<file path="src/nbe_pkg.sv">
// Shared constants, types and word functions of the node bitmap engine.
// No dependencies; the interfaces, datapath, controller, top and testbench import it.
package nbe_pkg;

    localparam int WORD_BITS     = 32;
    localparam int MAP_BITS_DEF  = 1024;
    localparam int NUM_MAPS_DEF  = 4;

    localparam int OP_W      = 4;
    localparam int MAP_IDX_W = 2;
    localparam int POS_W     = 10;
    localparam int NODE_W    = 11;
    localparam int VALUE_W   = 11;
    localparam int ACC_W     = 12;
    localparam int BIT_W     = 5;
    localparam int POPC_W    = 6;

    localparam int APB_DATA_W = 32;
    localparam int APB_ADDR_W = 3;

    localparam logic [APB_ADDR_W-3:0] REG_NODE_COUNT = '0;
    localparam logic [NODE_W-1:0]     NODE_RESET     = 11'd1024;
    localparam logic [VALUE_W-1:0]    VALUE_MAX      = 11'h7FF;

    localparam logic [OP_W-1:0] OP_SET    = 4'd0;
    localparam logic [OP_W-1:0] OP_CLEAR  = 4'd1;
    localparam logic [OP_W-1:0] OP_TEST   = 4'd2;
    localparam logic [OP_W-1:0] OP_AND    = 4'd3;
    localparam logic [OP_W-1:0] OP_OR     = 4'd4;
    localparam logic [OP_W-1:0] OP_COPY   = 4'd5;
    localparam logic [OP_W-1:0] OP_COUNT  = 4'd6;
    localparam logic [OP_W-1:0] OP_FILL   = 4'd7;
    localparam logic [OP_W-1:0] OP_SUBSET = 4'd8;

    typedef struct packed {
        logic load;
        logic sgl_rd;
        logic sgl_wr;
        logic walk_issue;
        logic fill_init;
        logic fill_write;
        logic result_load;
    } cmd_t;

    typedef struct packed {
        logic op_single;
        logic op_walk;
        logic op_fill;
        logic pos_ok;
        logic walk_done;
        logic pipe_busy;
        logic found;
        logic fill_last;
    } sts_t;

    function automatic logic [POPC_W-1:0] popcount32(input logic [WORD_BITS-1:0] v);
        logic [WORD_BITS-1:0] x;
        x = v;
        x = (x & 32'h55555555) + ((x >> 1)  & 32'h55555555);
        x = (x & 32'h33333333) + ((x >> 2)  & 32'h33333333);
        x = (x & 32'h0F0F0F0F) + ((x >> 4)  & 32'h0F0F0F0F);
        x = (x & 32'h00FF00FF) + ((x >> 8)  & 32'h00FF00FF);
        x = (x & 32'h0000FFFF) + ((x >> 16) & 32'h0000FFFF);
        return x[POPC_W-1:0];
    endfunction

    // Offset of the first set bit, MSB-first; word assumed nonzero.
    function automatic logic [BIT_W-1:0] lead_zeros(input logic [WORD_BITS-1:0] v);
        logic [WORD_BITS-1:0] x;
        logic [BIT_W-1:0]     n;
        x = v;
        n = '0;
        if (x[31:16] == '0)
        begin
            n = n + 5'd16;
            x = x << 16;
        end
        if (x[31:24] == '0)
        begin
            n = n + 5'd8;
            x = x << 8;
        end
        if (x[31:28] == '0)
        begin
            n = n + 5'd4;
            x = x << 4;
        end
        if (x[31:30] == '0)
        begin
            n = n + 5'd2;
            x = x << 2;
        end
        if (!x[31])
        begin
            n = n + 5'd1;
        end
        return n;
    endfunction

    function automatic logic [BIT_W-1:0] trail_zeros(input logic [WORD_BITS-1:0] v);
        logic [WORD_BITS-1:0] x;
        logic [BIT_W-1:0]     n;
        x = v;
        n = '0;
        if (x[15:0] == '0)
        begin
            n = n + 5'd16;
            x = x >> 16;
        end
        if (x[7:0] == '0)
        begin
            n = n + 5'd8;
            x = x >> 8;
        end
        if (x[3:0] == '0)
        begin
            n = n + 5'd4;
            x = x >> 4;
        end
        if (x[1:0] == '0)
        begin
            n = n + 5'd2;
            x = x >> 2;
        end
        if (!x[0])
        begin
            n = n + 5'd1;
        end
        return n;
    endfunction

endpackage

</file>
<file path="src/nbe_ctrl.sv">
// Controller state machine: sequences one item through the datapath.
// Depends on nbe_pkg for command and status types.
module nbe_ctrl (
    input  logic          clk,
    input  logic          rst_n,
    input  logic          in_valid,
    output logic          in_ready,
    output logic          out_valid,
    input  logic          out_ready,
    output nbe_pkg::cmd_t cmd,
    input  nbe_pkg::sts_t sts
);
    import nbe_pkg::*;

    typedef enum logic [7:0] {
        ST_IDLE     = 8'b0000_0001,
        ST_DISPATCH = 8'b0000_0010,
        ST_SGL_RD   = 8'b0000_0100,
        ST_SGL_WR   = 8'b0000_1000,
        ST_WALK     = 8'b0001_0000,
        ST_DRAIN    = 8'b0010_0000,
        ST_FILL     = 8'b0100_0000,
        ST_DONE     = 8'b1000_0000
    } state_t;

    state_t state_reg;
    state_t state_next;
    logic   out_valid_reg;
    logic   out_valid_next;

    always_comb
    begin
        cmd        = '0;
        state_next = state_reg;
        in_ready   = 1'b0;
        unique case (state_reg)
            ST_IDLE:
            begin
                in_ready = 1'b1;
                if (in_valid)
                begin
                    cmd.load   = 1'b1;
                    state_next = ST_DISPATCH;
                end
            end
            ST_DISPATCH:
            begin
                priority if (sts.op_single && sts.pos_ok)
                begin
                    state_next = ST_SGL_RD;
                end
                else if (sts.op_walk)
                begin
                    state_next = ST_WALK;
                end
                else
                begin
                    state_next = ST_DONE;
                end
            end
            ST_SGL_RD:
            begin
                cmd.sgl_rd = 1'b1;
                state_next = ST_SGL_WR;
            end
            ST_SGL_WR:
            begin
                cmd.sgl_wr = 1'b1;
                state_next = ST_DONE;
            end
            ST_WALK:
            begin
                if (sts.walk_done)
                begin
                    state_next = ST_DRAIN;
                end
                else
                begin
                    cmd.walk_issue = 1'b1;
                end
            end
            ST_DRAIN:
            begin
                if (!sts.pipe_busy)
                begin
                    if (sts.op_fill && sts.found)
                    begin
                        cmd.fill_init = 1'b1;
                        state_next    = ST_FILL;
                    end
                    else
                    begin
                        state_next = ST_DONE;
                    end
                end
            end
            ST_FILL:
            begin
                cmd.fill_write = 1'b1;
                if (sts.fill_last)
                begin
                    state_next = ST_DONE;
                end
            end
            ST_DONE:
            begin
                if (!out_valid_reg || out_ready)
                begin
                    cmd.result_load = 1'b1;
                    state_next      = ST_IDLE;
                end
            end
            default:
            begin
                state_next = ST_IDLE;
            end
        endcase
    end

    always_comb
    begin
        priority if (cmd.result_load)
        begin
            out_valid_next = 1'b1;
        end
        else if (out_ready)
        begin
            out_valid_next = 1'b0;
        end
        else
        begin
            out_valid_next = out_valid_reg;
        end
    end

    always_ff @(posedge clk or negedge rst_n)
    begin
        if (!rst_n)
        begin
            state_reg     <= ST_IDLE;
            out_valid_reg <= 1'b0;
        end
        else
        begin
            state_reg     <= state_next;
            out_valid_reg <= out_valid_next;
        end
    end

    assign out_valid = out_valid_reg;

    a_result_slot_free: assert property (@(posedge clk) disable iff (!rst_n)
        cmd.result_load |-> (!out_valid_reg || out_ready))
        else $error("result loaded over an unread item");

    a_accept_dispatch: assert property (@(posedge clk) disable iff (!rst_n)
        (in_valid && in_ready) |=> (state_reg == ST_DISPATCH))
        else $error("accepted item not dispatched");

    a_walk_bound: assert property (@(posedge clk) disable iff (!rst_n)
        cmd.walk_issue |-> !sts.walk_done)
        else $error("word read issued past covered words");

    a_fill_found: assert property (@(posedge clk) disable iff (!rst_n)
        cmd.fill_write |-> (sts.found && !sts.pipe_busy))
        else $error("fill write without a completed find pass");
endmodule

</file>
<file path="config.mk">
export PLATFORM = sky130hd
export DESIGN_NAME = nbe_ctrl
export DESIGN_NICKNAME = d
export VERILOG_FILES = /design/src/nbe_pkg.sv /design/src/nbe_ctrl.sv
export SDC_FILE = /design/constraint.sdc
export NUM_CORES = 1
export LEC_CHECK = 0
export BUFFER_PORTS_ARGS = -buffer_cell sky130_fd_sc_hd__buf_2
export CAP_MARGIN = 20
export CORE_MARGIN = 8
export CORE_UTILIZATION = 44
export DETAILED_ROUTE_END_ITERATION = 10
export GPL_TIMING_DRIVEN = 0
export PLACE_DENSITY = 0.79
export SLEW_MARGIN = 0
export SYNTH_ARGS = -nofsm -noshare
export SYNTH_HDL_FRONTEND = slang
export SYNTH_SLANG_ARGS = --single-unit
</file>
<file path="constraint.sdc">
create_clock -name clk -period 1.7 [get_ports clk]
set_input_delay 0.17 -clock clk [delete_from_list [all_inputs] [get_ports clk]]
set_output_delay 0.17 -clock clk [all_outputs]
set_load 0.01 [all_outputs]
</file>
==> impl_metrics.tcl <==
set metrics [dict create \
    syn_inst 73 \
    start_kind "flip-flop" \
    ys_warn_count 0 \
    status "complete, but fails checks" \
    cts.sinks 9 \
    met1_length_um 832 \
    drt_iter0_drc 16 \
    power_density_nw_per_um2 1370 \
    rows 14 \
    dr_wl_met2_mm 1.20 \
    io_buffers 20 \
    ant_nets 0 \
    final_util 0.743 \
    drc 0 \
    globalRouteTotalUtil 0.143 \
    grt_pass1_wl_mm 3.08 \
    largest_register_ff_count 8 \
    worstMarginPinSlew_ns 0.400 \
    area_growth_syn_to_layout_pct 62.2 \
    r2r-end "state_reg[7]$_DFFE_PN0P_" \
    vias_per_cell 5.79 \
    cellLeakagePower_nw 0.525 \
    syn_area_um2 674 \
    io_pins 21 \
    wl_per_cell_um 17.3 \
    async_flop_share 1.00 \
    endpoint "cmd[4]" \
    end_kind "primary output" \
    routed_wl_mm 2.25 \
    highest_layer "met4" \
    critPathLaunch "state_reg[5]$_DFFE_PN0P_" \
    place_congestion 0.870 \
    dp_hpwl_mm 1.24 \
    rsz0062_at_grt "true" \
    worst_slack_ns -0.272 \
    grt_max_degree 10 \
    antenna_cells 0 \
    fin_tns_setup_ns -1.59 \
    htreeDepth 1 \
    grt_overflow 0 \
    cts_buffer_depth 2 \
    insertion_delay_ns 0.27 \
    cp_data_required_time_ns 1.53 \
    die_w_um 55.2 \
    route.met3.wl_um 161 \
    drt_first_pass_iters 4 \
    fin_crit_ns 1.97 \
    start_util 0.458 \
    antenna_found_initial 0 \
    r2r_cells 7 \
    critPathMaxFanout 3 \
    ir_drop_v 0.00109 \
    slew_violations 0 \
    vias 753 \
    drive_above_1_share 0.561 \
    hold_class "input pin to flip-flop" \
    syn_nets 85 \
    ys_ff_latch 9 \
    synth_most_common_cell "dfrtp_1" \
    synth_area_leaders "dfrtp_1 (30%), nor3b_1 (5.6%), dfstp_2 (3.9%)" \
    violations "negative setup slack" \
    ff2ff_setup_slack_ns -0.10 \
    max-cap-violations 0 \
    yosysTopAreaCell "dfrtp_1" \
    ys.flop_type "dfrtp_1" \
    place_inst 109 \
    clockRootBuffer "clkbuf_4" \
    synth_commonest_cells "dfrtp_1 (8), nor2_1 (7), inv_1 (5), nor3b_1 (5)" \
    fp.dieArea_um2 3040 \
    slew_headroom 0.732 \
    cts.clk_slew.worst_paths_ns 0.07 \
    numCtsBuffers 3 \
    crit_type "flip-flop to primary output" \
    finClkSkew_ns 0.00629 \
    grt_pass1_vias 708 \
    setup_violations 10 \
    synth_top_cell_area_share 0.297 \
    reg2reg_from "state_reg[3]$_DFFE_PN0P_" \
    synth_edf_count 0 \
    syn_area_per_cell_um2 9.24 \
    fmax_mhz 507 \
    period_share 1.16 \
    die_y_um 55.2 \
    hold_ws_ns 0.127 \
    cts_tree "yes" \
    post_synth_num_cell_types 37 \
    stdcell_count 130 \
    finalNetCount 127 \
    fp.coreArea_um2 1470 \
    hold_viol 0 \
    cp.arrival_ns 1.80 \
    yosysSeqAreaShare 0.336 \
]
-- timing repair --
item | 4_1_cts | 5_1_grt
pin swaps | 7 | 8
endpoints found under the hold margin | 9 | 0
hold buffers | 1 | 0
buffers inserted | 11 | 7
setup endpoints to repair | 9 | 10
gates resized for setup | 17 | 13
-- worst min-delay path by stage --
stage | end | slack (ns) | start | depth (start not counted)
finish | out_valid$_DFFE_PN0P_ | 0.13 | out_ready | 2
global route | out_valid$_DFFE_PN0P_ | 0.12 | out_ready | 2
CTS | out_valid$_DFFE_PN0P_ | 0.12 | out_ready | 2
detailed placement | out_valid$_DFFE_PN0P_ | 0.04 | rst_n | 1
global placement | out_valid$_DFFE_PN0P_ | 0.03 | rst_n | 1
floorplan | out_valid$_DFFE_PN0P_ | -0.13 | rst_n | 0
-- worst max-delay path, stage by stage (launching register included) --
cell	delay, ns
dfrtp_2	0.41
or4_4	0.58
buf_6	0.15
nor2_4	0.12
and3_4	0.19
buf_6	0.09
-- logic make-up (layout without fill, tap and decap cells) --
logic type             Yosys count  count (layout)  synth area share
buffers and inverters            9              50            0.0779
AO/OA/AOI/OAI                   15              15             0.171
multiplexers                     1               1            0.0148
AND/OR/NAND/NOR                 35              35             0.349
flip-flops                       9               9             0.336
XOR/XNOR                         4               4            0.0520
-- through the flow --
step	cell area (um^2)	total power [mW]	worst slack, ns
final	1090	1.50	-0.272
after global routing	1090	1.58	-0.314
after CTS	978	1.21	-0.291
after detailed placement	795	0.778	-0.155
after global placement	795	0.766	-0.118
after floorplan	674	0.658	0.0766
-- placed cells by master (no fill, tap or decap), types with 3 or more instances in the layout --
cell / instances
o21ai_0: 3
inv_1: 5
dfrtp_1: 6
nand2_1: 3
nor3b_1: 4
clkbuf_4: 3
buf_2: 15
nor2_1: 3
buf_6: 11
buf_4: 14
-- where the power goes --
part	internal, mW	total, mW	switching, mW
registers	0.261	0.345	0.0834
clock network	0.0907	0.176	0.0853
logic	0.532	0.980	0.447
-- final cells by class --
type	count	area, um^2
timing repair buffer	39	292
tap	16	20.0
clock buffer	4	26.3
sequential	9	229
fill	97	378
multi-input combinational	55	485
inverter	5	18.8
buffer	2	22.5
-- metal layers --
metal,track usage,vias up
li1,-,352
met1,0.155,366
met2,0.243,29
met3,0.0348,6
met4,0.0960,0
met5,0,-
Power figures use the tool's default switching activity.
